==> src/hdl/cmfr_pkg.sv <==
// shared types, codes and the crc byte update for the modbus frame receiver
`timescale 1ns / 1ps
`default_nettype none

package cmfr_pkg;

  // frame positions are compared at this width whatever the frame length
  localparam int POS_W       = 7;
  localparam int POS_CMD     = 1;
  localparam int POS_STAGE   = 16;
  localparam int STAGE_DEPTH = 9;
  localparam int ALARM_W     = 14;

  localparam logic [15:0] CRC_POLY = 16'hA001;
  localparam logic [15:0] CRC_INIT = 16'hFFFF;

  localparam logic [7:0] CMD_UPLOAD    = 8'hD5;
  localparam logic [7:0] CMD_CONNECT   = 8'hE8;
  localparam logic [7:0] CMD_READ      = 8'h3A;
  localparam logic [7:0] MODE_RANGE    = 8'hB7;
  localparam logic [7:0] MODE_AUTO     = 8'hA2;
  localparam logic [7:0] FIO2_AUTO_MAX = 8'd100;
  localparam logic [7:0] FIO2_AUTO_MIN = 8'd21;
  localparam logic [5:0] ALARM_SCALE   = 6'd60;

  // staged frame bytes, counted from the first staged position
  localparam int STG_SPO2_MAX = 0;
  localparam int STG_SPO2_MIN = 1;
  localparam int STG_RESPOND  = 2;
  localparam int STG_PREF     = 3;
  localparam int STG_MODE     = 4;
  localparam int STG_FIO2_MAX = 5;
  localparam int STG_FIO2_MIN = 6;
  localparam int STG_ALARM1   = 7;
  localparam int STG_ALARM2   = 8;

  typedef enum logic [2:0] {
    REPLY_CRC_ERR     = 3'd0,
    REPLY_ACK_UPLOAD  = 3'd1,
    REPLY_ACK_CONNECT = 3'd2,
    REPLY_ACK_READ    = 3'd3,
    REPLY_ACK_UNKNOWN = 3'd4
  } reply_code_t;

  typedef struct packed {
    logic [7:0]         spo2_max;
    logic [7:0]         spo2_min;
    logic [7:0]         spo2_mid;
    logic [7:0]         respond_time;
    logic [7:0]         preferred_fio2;
    logic [7:0]         mode_code;
    logic [7:0]         fio2_max;
    logic [7:0]         fio2_min;
    logic [ALARM_W-1:0] alarm1_seconds;
    logic [ALARM_W-1:0] alarm2_seconds;
  } cmfr_profile_t;

  typedef struct packed {
    logic                        apply;
    logic [STAGE_DEPTH-1:0][7:0] fields;
  } cmfr_upload_t;

  // reflected crc-16, one byte per call
  function automatic logic [15:0] crc_feed(input logic [15:0] crc, input logic [7:0] b);
    logic [15:0] c;
    c = crc ^ {8'h00, b};
    for (int k = 0; k < 8; k++) begin
      if (c[0]) begin
        c = (c >> 1) ^ CRC_POLY;
      end else begin
        c = c >> 1;
      end
    end
    return c;
  endfunction

endpackage

`default_nettype wire

==> src/hdl/crc16_modbus_frame_receiver.sv <==
// modbus crc-16 frame receiver: byte framing, crc check, reply code and profile store
//
//   channel | dir | handshake          | payload
//   in_     | in  | tvalid / tready    | tdata[7:0]  rx_byte
//   out_    | out | tvalid / tready    | tdata[95:0] reply code and stored profile
//
// one byte per cycle unless a pending result holds a frame's last byte: each byte is
// registered in the input register, and the crc, compare and profile update run in the
// cycle it leaves it, which also registers the frame's result in the result register.
// a pending result stalls only the last byte of the next frame; the bytes before it keep flowing.
// reset clears the byte count, crc, profile and both valid flags.
`timescale 1ns / 1ps
`default_nettype none

module crc16_modbus_frame_receiver
  import cmfr_pkg::*;
#(
  parameter int FRAME_BYTES = 27,
  parameter int CRC_SPAN    = 25
) (
  input  wire logic        clk,
  input  wire logic        rst_n,
  input  wire logic        in_tvalid,
  output logic             in_tready,
  input  wire logic [7:0]  in_tdata,   // [7:0] rx_byte
  output logic             out_tvalid,
  input  wire logic        out_tready,
  // [2:0] reply_code, [10:3] spo2_max, [18:11] spo2_min, [26:19] spo2_mid,
  // [34:27] respond_time, [42:35] preferred_fio2, [50:43] mode_code,
  // [58:51] fio2_max, [66:59] fio2_min, [80:67] alarm1_seconds,
  // [94:81] alarm2_seconds, [95] zero
  output logic [95:0]      out_tdata
);

  localparam int CNT_W = $clog2(FRAME_BYTES);
  localparam logic [POS_W-1:0] LAST_POS  = POS_W'(FRAME_BYTES - 1);
  localparam logic [POS_W-1:0] CRCHI_POS = POS_W'(FRAME_BYTES - 2);
  localparam logic [POS_W-1:0] SPAN_POS  = POS_W'(CRC_SPAN);
  localparam logic [POS_W-1:0] CMD_POS   = POS_W'(POS_CMD);

  // input register
  logic       in_v_r, in_v_nxt;
  logic [7:0] in_byte_r;

  // frame state
  logic [CNT_W-1:0]            cnt_r, cnt_nxt;
  logic [15:0]                 crc_r, crc_nxt, crc_fed;
  logic [7:0]                  cmd_r, cmd_nxt;
  logic [7:0]                  crc_hi_r, crc_hi_nxt;
  logic [STAGE_DEPTH-1:0][7:0] staged_r, staged_nxt;

  // result register
  logic        out_v_r, out_v_nxt;
  reply_code_t reply_r, reply_nxt;

  logic [POS_W-1:0] pos;
  logic             is_last;
  logic             proc;
  logic             crc_ok;
  cmfr_upload_t     upd;
  cmfr_profile_t    prof;

  assign pos     = POS_W'(cnt_r);
  assign is_last = (pos == LAST_POS);
  // only the frame-closing byte needs room in the result register
  assign proc      = in_v_r && (!is_last || !out_v_r || out_tready);
  assign in_tready = !in_v_r || proc;

  always_comb begin
    in_v_nxt   = in_tready ? in_tvalid : in_v_r;
    cnt_nxt    = cnt_r;
    crc_nxt    = crc_r;
    cmd_nxt    = cmd_r;
    crc_hi_nxt = crc_hi_r;
    staged_nxt = staged_r;
    out_v_nxt  = out_v_r && !out_tready;
    reply_nxt  = reply_r;
    upd.apply  = 1'b0;

    crc_fed = (pos < SPAN_POS) ? crc_feed(crc_r, in_byte_r) : crc_r;
    crc_ok  = (crc_hi_r == crc_fed[15:8]) && (in_byte_r == crc_fed[7:0]);

    if (proc) begin
      if (pos == CMD_POS) begin
        cmd_nxt = in_byte_r;
      end
      if (pos == CRCHI_POS) begin
        crc_hi_nxt = in_byte_r;
      end
      for (int i = 0; i < STAGE_DEPTH; i++) begin
        if (pos == POS_W'(POS_STAGE + i)) begin
          staged_nxt[i] = in_byte_r;
        end
      end
      if (is_last) begin
        cnt_nxt   = '0;
        crc_nxt   = CRC_INIT;
        out_v_nxt = 1'b1;
        priority if (!crc_ok) begin
          reply_nxt = REPLY_CRC_ERR;
        end else if (cmd_r == CMD_UPLOAD) begin
          reply_nxt = REPLY_ACK_UPLOAD;
          upd.apply = 1'b1;
        end else if (cmd_r == CMD_CONNECT) begin
          reply_nxt = REPLY_ACK_CONNECT;
        end else if (cmd_r == CMD_READ) begin
          reply_nxt = REPLY_ACK_READ;
        end else begin
          reply_nxt = REPLY_ACK_UNKNOWN;
        end
      end else begin
        cnt_nxt = cnt_r + 1'b1;
        crc_nxt = crc_fed;
      end
    end
    // a staged byte may land on the closing position of a short frame
    upd.fields = staged_nxt;
  end

  always_ff @(posedge clk) begin
    if (!rst_n) begin
      in_v_r  <= 1'b0;
      cnt_r   <= '0;
      crc_r   <= CRC_INIT;
      out_v_r <= 1'b0;
      reply_r <= REPLY_CRC_ERR;
    end else begin
      in_v_r  <= in_v_nxt;
      cnt_r   <= cnt_nxt;
      crc_r   <= crc_nxt;
      out_v_r <= out_v_nxt;
      reply_r <= reply_nxt;
    end
  end

  always_ff @(posedge clk) begin
    if (in_tready) begin
      in_byte_r <= in_tdata;
    end
    cmd_r    <= cmd_nxt;
    crc_hi_r <= crc_hi_nxt;
    staged_r <= staged_nxt;
  end

  cmfr_profile u_profile (
    .clk   (clk),
    .rst_n (rst_n),
    .upd   (upd),
    .prof  (prof)
  );

  // the profile only moves on a frame end, so it is steady while a result waits
  assign out_tvalid = out_v_r;
  assign out_tdata  = {1'b0,
                       prof.alarm2_seconds, prof.alarm1_seconds,
                       prof.fio2_min, prof.fio2_max, prof.mode_code,
                       prof.preferred_fio2, prof.respond_time,
                       prof.spo2_mid, prof.spo2_min, prof.spo2_max,
                       reply_r};

  a_cnt_range: assert property (@(posedge clk) disable iff (!rst_n)
    POS_W'(cnt_r) <= LAST_POS)
    else $error("byte count beyond frame end");

  a_result_from_frame_end: assert property (@(posedge clk) disable iff (!rst_n)
    $rose(out_v_r) |-> $past(proc && is_last))
    else $error("result raised without a closing byte");

  a_profile_only_on_upload: assert property (@(posedge clk) disable iff (!rst_n)
    ($past(rst_n) && !$stable(prof)) |-> $past(upd.apply && proc && is_last && crc_ok))
    else $error("profile changed outside a good upload frame");

  a_no_overwrite: assert property (@(posedge clk) disable iff (!rst_n)
    (out_v_r && !out_tready) |=> ($stable(reply_r) && $stable(prof)))
    else $error("pending result overwritten");

endmodule

`default_nettype wire

==> src/hdl/cmfr_profile.sv <==
// stored therapy profile, rewritten from the staged bytes of a good upload frame
`timescale 1ns / 1ps
`default_nettype none

module cmfr_profile
  import cmfr_pkg::*;
(
  input  wire logic          clk,
  input  wire logic          rst_n,
  input  wire cmfr_upload_t  upd,
  output cmfr_profile_t      prof
);

  cmfr_profile_t prof_r;
  cmfr_profile_t prof_nxt;
  logic [8:0]    spo2_sum;
  logic [7:0]    mode;

  always_comb begin
    mode     = upd.fields[STG_MODE];
    spo2_sum = {1'b0, upd.fields[STG_SPO2_MAX]} + {1'b0, upd.fields[STG_SPO2_MIN]};
    prof_nxt = prof_r;
    if (upd.apply) begin
      prof_nxt.spo2_max       = upd.fields[STG_SPO2_MAX];
      prof_nxt.spo2_min       = upd.fields[STG_SPO2_MIN];
      prof_nxt.spo2_mid       = spo2_sum[8:1];
      prof_nxt.respond_time   = upd.fields[STG_RESPOND];
      prof_nxt.preferred_fio2 = upd.fields[STG_PREF];
      prof_nxt.mode_code      = mode;
      priority if (mode == MODE_RANGE) begin
        prof_nxt.fio2_max = upd.fields[STG_FIO2_MAX];
        prof_nxt.fio2_min = upd.fields[STG_FIO2_MIN];
      end else if (mode == MODE_AUTO) begin
        prof_nxt.fio2_max = FIO2_AUTO_MAX;
        prof_nxt.fio2_min = FIO2_AUTO_MIN;
      end else begin
        // any other mode keeps the old fio2 limits
        prof_nxt.fio2_max = prof_r.fio2_max;
        prof_nxt.fio2_min = prof_r.fio2_min;
      end
      prof_nxt.alarm1_seconds = ALARM_W'(upd.fields[STG_ALARM1]) * ALARM_W'(ALARM_SCALE);
      prof_nxt.alarm2_seconds = ALARM_W'(upd.fields[STG_ALARM2]) * ALARM_W'(ALARM_SCALE);
    end
  end

  always_ff @(posedge clk) begin
    if (!rst_n) begin
      prof_r <= '0;
    end else begin
      prof_r <= prof_nxt;
    end
  end

  assign prof = prof_r;

endmodule

`default_nettype wire

==> config.mk <==
export PLATFORM = sky130hd
export DESIGN_NAME = crc16_modbus_frame_receiver
export DESIGN_NICKNAME = d
export VERILOG_FILES = /design/src/hdl/cmfr_pkg.sv /design/src/hdl/crc16_modbus_frame_receiver.sv /design/src/hdl/cmfr_profile.sv
export SDC_FILE = /design/constraint.sdc
export NUM_CORES = 1
export LEC_CHECK = 0
export BUFFER_PORTS_ARGS = -buffer_cell sky130_fd_sc_hd__buf_2
export CAP_MARGIN = 25
export CORE_MARGIN = 2
export CORE_UTILIZATION = 31
export CTS_CLUSTER_DIAMETER = 200
export CTS_CLUSTER_SIZE = 24
export DETAILED_ROUTE_END_ITERATION = 6
export GPL_ROUTABILITY_DRIVEN = 1
export HOLD_SLACK_MARGIN = 0.08
export PLACE_DENSITY = 0.6
export SYNTH_ARGS = -nofsm -noshare
export SYNTH_HDL_FRONTEND = slang
export SYNTH_SLANG_ARGS = --single-unit
export TNS_END_PERCENT = 100
==> constraint.sdc <==
create_clock -name clk -period 7.11 [get_ports clk]
set_input_delay 0.711 -clock clk [delete_from_list [all_inputs] [get_ports clk]]
set_output_delay 0.711 -clock clk [all_outputs]
set_load 0.02 [all_outputs]
==> results.json, run 1 <==
{
  "critPathMostFrequentCell": "inv_1",
  "antenna_found_initial": 0,
  "worst_slew_pin_slew_ps": 1040,
  "slew_violations": 0,
  "drt_iter0_drc": 358,
  "die_x_um": 186,
  "diodes": 0,
  "final_antenna_net_count": 0,
  "post-route-period-util_pct": 76.7,
  "status": "complete, no violations",
  "hold_buffers": 0,
  "relSlewSlack_pct": 29.9,
  "io-pin-count": 110,
  "dr.pass1.iters": 4,
  "hpwl_mm": 17.3,
  "clkLatencyLatePin_ps": 470,
  "cts_tree": "built",
  "nets": 1199,
  "core_area_um2": 32500,
  "synth_seq_cells": 210,
  "final_util_pct": 35.0,
  "grt_pass1_vias": 7398,
  "drt-total-wl_mm": 24.7,
  "netlist_instances": 1065,
  "critical_path.top_delay_family": "adder cells",
  "synth.avg_cell_area_um2": 9.61,
  "hold_path_class": "input port to register",
  "ys_warn_count": 0,
  "peakVddDrop_mv": 0.132,
  "setup_viol": 0,
  "gp_congestion": 0.830,
  "track_usage_pct": 14.6,
  "drv_cap": 0,
  "final.setup.tns_ps": 0,
  "dieHeight_um": 186,
  "hold_violations": 0,
  "power.leakage_nw": 5.42,
  "synth-main-ff-cell": "dfxtp_1",
  "yosys.area.top_type": "dfxtp_1",
  "worstSetupPathType": "register to register",
  "cts_made_buffers": 12,
  "cpPeakStageDelay_ps": 600,
  "slowest_stage": "fa_1",
  "numClockSinks": 210,
  "grt_first_pass_wirelength_mm": 40.0,
  "yosysTopAreaCellShare_pct": 36.4,
  "multi_input_area_um2": 5230,
  "critPathLaunchType": "register",
  "grt_max_degree": 90,
  "wl_per_cell_um": 15.7,
  "async_flop_share_pct": 0,
  "vias_per_cell": 4.70,
  "cts-resized-gates": 0,
  "vias": 7377,
  "fillCellCount": 3385,
  "clk_pin_slew_ps": 100,
  "power.density_nw_per_um2": 185,
  "globalRouteOverflowTotal": 0,
  "cts_setup_buffers": 0,
  "cp.required_ps": 7430,
  "htree_levels": 1,
  "fin_worst_skew_ps": 13.1,
  "critPathArrivalTime_ps": 5770,
  "crit_buf_inv": 3,
  "yosysUniqueCellTypes": 65,
  "core.rowCount": 66,
  "io_buffers": 104,
  "synth_area_um2": 10200,
  "critPathCaptureType": "register",
  "yosys-top-cells-area": "dfxtp_1 (36%), mux2i_1 (7.7%), nand2_1 (7.5%), edfxtp_1 (7.0%), ha_1 (5.4%)",
  "rsz0062_at_grt": "no",
  "layout-drive-gt1-share_pct": 16.3,
  "die_area_um2": 34500,
  "cts_root_buffer": "clkbuf_16",
  "cp_max_fo": 14,
  "synth_edf_count": 24,
  "fmax_ghz": 0.183,
  "min_period_ps": 5460,
  "path_cells": "inv_1 -> ha_1 -> nand3_1 -> o21a_1 -> nand4_1 -> mux2_2 -> inv_1 -> fa_1 -> fa_1 -> inv_1 -> ha_1 -> a21o_1 -> a21oi_1 -> o21ai_0 -> a21oi_1 -> o21ai_0 -> and4b_1 -> o41ai_1 -> mux2i_1",
  "syn2layout_area_growth_pct": 11.4,
  "cts_buffer_depth": 3,
  "ys_seq_area_share_pct": 43.4,
  "drc": 0,
  "initial_core_util_pct": 31.4,
  "ff_latch_area_um2": 4440
}
final timing paths:
kind / start / endpoint / slack, ps / cells after the start
setup / recovery: cnt_r[0]$_SDFFE_PN0N_ / u_profile.prof[13]$_SDFFE_PN0P_ / 1650 / 19
setup reg to reg: cnt_r[0]$_SDFFE_PN0N_ / u_profile.prof[13]$_SDFFE_PN0P_ / 1650 / 19
hold reg to reg: u_profile.prof[30]$_SDFFE_PN0P_ / u_profile.prof[30]$_SDFFE_PN0P_ / 450 / 2
hold / removal: in_tdata[4] / in_byte_r[4]$_DFFE_PP_ / 410 / 1
synthesized netlist by cell type, drive strengths merged (9+ instances only):
| master | number |
|---|---|
| o211ai | 27 |
| ha | 44 |
| nor2 | 38 |
| xnor2 | 45 |
| buf | 18 |
| a21o | 11 |
| a21bo | 10 |
| inv | 67 |
| edfxtp | 24 |
| nand3 | 9 |
| mux2i | 79 |
| mux2 | 34 |
| nand2 | 205 |
| fa | 16 |
| a21oi | 39 |
| dfxtp | 186 |
| o21ai | 55 |
| xor2 | 17 |
| clkbuf | 49 |
cell families after synthesis:
| logic type | synth area share [%] |
|---|---|
| AOI/OAI and AO/OA | 12.2 |
| and+or+nand+nor | 12.2 |
| muxes | 11.5 |
| buffers and inverters | 5.74 |
| adders and majority gates | 8.51 |
| other | 0.0367 |
| xor gates and xnor gates | 6.46 |
| DFF | 43.4 |
power breakdown:
group          internal [W]  total [W]  switching [W]
Clock              0.000333   0.000723       0.000390
Sequential          0.00121    0.00122      0.0000153
Combinational     0.0000668   0.000158      0.0000908
cells in the final DEF (no fill, tap or decap), drive strengths merged, types with 4 or more instances in the layout:
cell,Yosys,routed
clkbuf,49,14
nand2b,6,6
a21bo,10,10
mux2,34,34
a21oi,39,39
conb,1,5
inv,67,67
nand3,9,9
ha,44,44
nand2,205,205
nor3,6,6
edfxtp,24,24
xnor3,4,4
o211ai,27,27
nor2,38,38
o31ai,7,7
nand4,7,7
xnor2,45,45
a21o,11,11
dfxtp,186,186
o21bai,6,6
fa,16,16
xor2,17,17
mux2i,79,79
buf,18,111
o21ai,55,55
cell type report:
cell class              instances  share of cell area (%)
multi-input cells             725                    45.9
flip-flops and latches        210                    39.0
repair buffers                111                    5.05
well taps                     442                    4.85
clock buffers                  14                    2.89
inverters                      67                    2.21
clock inverters                 1                  0.0769
flip-flops by register name, indices dropped and copies added, names as in the netlist:
register and count:
cmd_r 8, cnt_r 5, out_tvalid 1, u_profile.prof 88, in_v_r 1, reply_r 3
crc_hi_r 8, crc_r 16, in_byte_r 8, staged_r 72
through the flow:
step	hold WS (ps)	std cells	total power, W	instance area (um2)	worst slack [ps]
final	412	1570	0.00210	11400	1650
after floorplan	434	1069	0.00137	10200	2080
after global routing	397	1570	0.00218	11400	1200
after CTS	402	1570	0.00213	11400	1610
after global placement	436	1555	0.00141	11100	1650
after detailed placement	438	1555	0.00141	11100	1570
metal layers:
metal  share of wire (%)  GRT usage [%]  vias up
li1                    -              -     3715
met2                  48           25.3      142
met4                 1.7           3.59        0
met5                   0              0        -
met3                 4.5           1.82       32
met1                  46           19.3     3488
Power figures use the tool's default switching activity.
==> run 2, diff against run 1 <==
--- a/config.mk
+++ b/config.mk
@@ -5,6 +5,7 @@
 export SDC_FILE = /design/constraint.sdc
 export NUM_CORES = 1
 export LEC_CHECK = 0
+export ABC_AREA = 1
 export BUFFER_PORTS_ARGS = -buffer_cell sky130_fd_sc_hd__buf_2
 export CAP_MARGIN = 25
 export CORE_MARGIN = 2
@@ -14,7 +15,7 @@
 export DETAILED_ROUTE_END_ITERATION = 6
 export GPL_ROUTABILITY_DRIVEN = 1
 export HOLD_SLACK_MARGIN = 0.08
-export PLACE_DENSITY = 0.6
+export PLACE_DENSITY = 0.59
 export SYNTH_ARGS = -nofsm -noshare
 export SYNTH_HDL_FRONTEND = slang
 export SYNTH_SLANG_ARGS = --single-unit
==> constraint.sdc (replaced) <==
create_clock -name clk -period 5.03 [get_ports clk]
set_input_delay 0.503 -clock clk [delete_from_list [all_inputs] [get_ports clk]]
set_output_delay 0.503 -clock clk [all_outputs]
set_load 0.02 [all_outputs]
==> run 2 against run 1 <==
Against the previous run:
- global-route usage rose by 0.96 points
- final cell count rose by 23%
- setup slack got worse by 1100 ps
- count of clock-buffer cells in the layout rose by 2
- core utilization barely moved
- synthesized cell count rose by 31%
- first-iteration DRC count rose by 56%
- maximum frequency rose by 22%
- via count rose by 18%
- critical path type unchanged
- critical endpoint is now u_profile.prof[25]$_SDFFE_PN0P_
==> results.json, run 2 <==
{
  "status": "complete, no violations",
  "antenna_found_initial": 0,
  "yosysUniqueCellTypes": 42,
  "nets": 1549,
  "syn2layout_area_growth_pct": 11.9,
  "synth_edf_count": 24,
  "critPathLaunchType": "register",
  "crit_buf_inv": 1,
  "synth_adder_area_share_pct": 8.36,
  "synth_compound_area_share_pct": 11.6,
  "slowest_stage": "fa_1",
  "hold_buffers": 0,
  "gp_congestion": 0.893,
  "layout-drive-gt1-share_pct": 10.8,
  "drt-total-wl_mm": 27.6,
  "synth.avg_cell_area_um2": 7.45,
  "hold_path_class": "input port to register",
  "core.rowCount": 67,
  "fin_worst_skew_ps": 26.9,
  "initial_core_util_pct": 31.3,
  "globalRouteOverflowTotal": 0,
  "peakVddDrop_mv": 0.169,
  "drt_iter0_drc": 560,
  "cts_buffer_depth": 3,
  "power.leakage_nw": 5.87,
  "finalPower_w": 0.00297,
  "cts-resized-gates": 0,
  "ff_latch_area_um2": 4440,
  "synth_xor_xnor_area_share_pct": 2.86,
  "htree_levels": 1,
  "critPathArrivalTime_ps": 4830,
  "io_buffers": 104,
  "cts_tree": "built",
  "drc": 0,
  "synthMuxAreaShare_pct": 0,
  "yosys.area_share.simple_pct": 24.3,
  "track_usage_pct": 15.6,
  "yosys.area.top_type": "dfxtp_1",
  "power.density_nw_per_um2": 254,
  "clk_pin_slew_ps": 110,
  "yosysTopAreaCellShare_pct": 35.7,
  "path_cells": "inv_1 -> ha_1 -> nand2_2 -> nor2_2 -> nand2_1 -> nand2_2 -> nor3_2 -> nor2_1 -> a21oi_1 -> fa_1 -> fa_1 -> ha_1 -> a21o_1 -> a31oi_1 -> o21ai_0 -> nand2_1 -> nand2_1 -> a21oi_1 -> xor2_1 -> a21oi_1",
  "drv_cap": 0,
  "cpPeakStageDelay_ps": 540,
  "cp_max_fo": 10,
  "synth_area_um2": 10400,
  "cp.required_ps": 5390,
  "multi_input_area_um2": 4930,
  "numClockSinks": 210,
  "hold_violations": 0,
  "ys_warn_count": 0,
  "grt_pass1_vias": 8260,
  "synth_top_family_by_area": "simple AND/OR/NAND/NOR gates",
  "fillCellCount": 3585,
  "core_area_um2": 33300,
  "critPathCaptureType": "register",
  "diodes": 0,
  "die_area_um2": 35100,
  "grt_first_pass_wirelength_mm": 44.1,
  "cts_root_buffer": "clkbuf_16",
  "post-route-cell-area_um2": 11700,
  "relSlewSlack_pct": 33.4,
  "yosys-top-cells-count": "nand2_1 (314), nor2_1 (194), dfxtp_1 (186), inv_1 (185), a21oi_1 (109)",
  "final.setup.tns_ps": 0,
  "hpwl_mm": 19.9,
  "min_period_ps": 4470,
  "synth-main-ff-cell": "dfxtp_1",
  "final_antenna_net_count": 0,
  "critical_path.top_delay_family": "adder cells",
  "async_flop_share_pct": 0,
  "cts_made_buffers": 12,
  "layout_common_cells": "nand2_1 (314), nor2_1 (194), dfxtp_1 (186)",
  "worst_slew_pin_slew_ps": 995,
  "largest_register_ffs": 88,
  "clkLatencyLatePin_ps": 490,
  "ys_seq_area_share_pct": 42.7,
  "post-route-period-util_pct": 88.9,
  "layout_commonest_cell": "nand2_1",
  "dpl_cell_area_um2": 11300,
  "grt_max_degree": 65,
  "rsz0062_at_grt": "no",
  "vias_per_cell": 4.52,
  "dieHeight_um": 187,
  "vias": 8709,
  "setup_viol": 0,
  "die_x_um": 187,
  "yosys-top-cells-area": "dfxtp_1 (36%), nand2_1 (11%), nor2_1 (7.0%), edfxtp_1 (6.9%), inv_1 (6.7%)",
  "netlist_instances": 1398,
  "synth_most_common_cell": "nand2_1",
  "cts_setup_buffers": 0,
  "wl_per_cell_um": 14.3,
  "io-pin-count": 110,
  "synth_seq_cells": 210,
  "worstSetupPathType": "register to register",
  "dr.pass1.iters": 7,
  "slew_violations": 0,
  "fmax_ghz": 0.224
}
[run 2: cell count changes in the layout (fill, tap and decap cells not counted), moves of 43 or more]
cell	before	now
nand2_1	205	314
a21oi_1	39	109
mux2i_1	79	0
nand3_1	9	52
nor2_1	38	194
inv_1	67	185
[run 2: final timing paths]
check	start	endpoint	slack (ps)	depth (start not counted)
setup / recovery	cnt_r[0]$_SDFFE_PN0N_	u_profile.prof[25]$_SDFFE_PN0P_	560	20
hold / removal	in_tdata[7]	in_byte_r[7]$_DFFE_PP_	180	1
hold reg to reg	reply_r[2]$_SDFFE_PN0P_	reply_r[2]$_SDFFE_PN0P_	450	2
setup reg to reg	cnt_r[0]$_SDFFE_PN0N_	u_profile.prof[25]$_SDFFE_PN0P_	560	20
[run 2: metal layers]
| metal | GRT usage (%) | vias to the layer above | wire, um |
|---|---|---|---|
| li1 | - | 4550 | - |
| met1 | 21.2 | 3954 | 13100 |
| met2 | 26.3 | 179 | 12700 |
| met3 | 2.03 | 26 | 1280 |
| met4 | 3.45 | 0 | 510 |
| met5 | 0 | - | 0 |
[run 2: power by group]
group / internal [W] / leakage (nW) / total (W) / switching (W)
Sequential: 0.00171 / 1.73 / 0.00173 / 0.0000183
Clock: 0.000477 / 0.168 / 0.00105 / 0.000572
Combinational: 0.0000519 / 3.97 / 0.000191 / 0.000139
Total: 0.00224 / 5.87 / 0.00297 / 0.000729
[run 2: cell families (layout without fill, tap and decap cells)]
kind of cell             after synthesis  count (layout)
other                                  1               5
XOR/XNOR                              34              34
AND/OR/NAND/NOR                      612             612
flip-flops                           210             210
AO/OA/AOI/OAI                        228             228
adder cells (fa/ha/maj)               60              60
buffers and inverters                253             331
[run 2: metrics by stage]
step,utilization [%],worst slack [ps],instances,hold slack [ps]
after global routing,35.0,36.8,1928,159
after floorplan,-,799,1402,417
after CTS,35.0,538,1928,171
after global placement,34.0,606,1911,436
final,35.0,560,1928,182
after detailed placement,34.0,567,1911,434
[run 2: worst register-to-register path, stage by stage, from the launching register on]
cell,delay [ps]
dfxtp_1,400
inv_1,110
ha_1,230
nand2_2,100
nor2_2,60
nand2_1,70
nand2_2,100
nor3_2,440
nor2_1,90
a21oi_1,330
fa_1,540
fa_1,390
ha_1,350
a21o_1,200
a31oi_1,240
o21ai_0,170
nand2_1,90
nand2_1,50
a21oi_1,140
xor2_1,170
a21oi_1,80
[run 2: layout make-up]
class | count | area share, %
Clock buffer | 16 | 2.89
Clock inverter | 1 | 0.0751
Inverter | 192 | 6.20
Multi-Input combinational cell | 939 | 42.3
Sequential cell | 210 | 38.1
Tap cell | 448 | 4.81
Timing Repair Buffer | 122 | 5.62
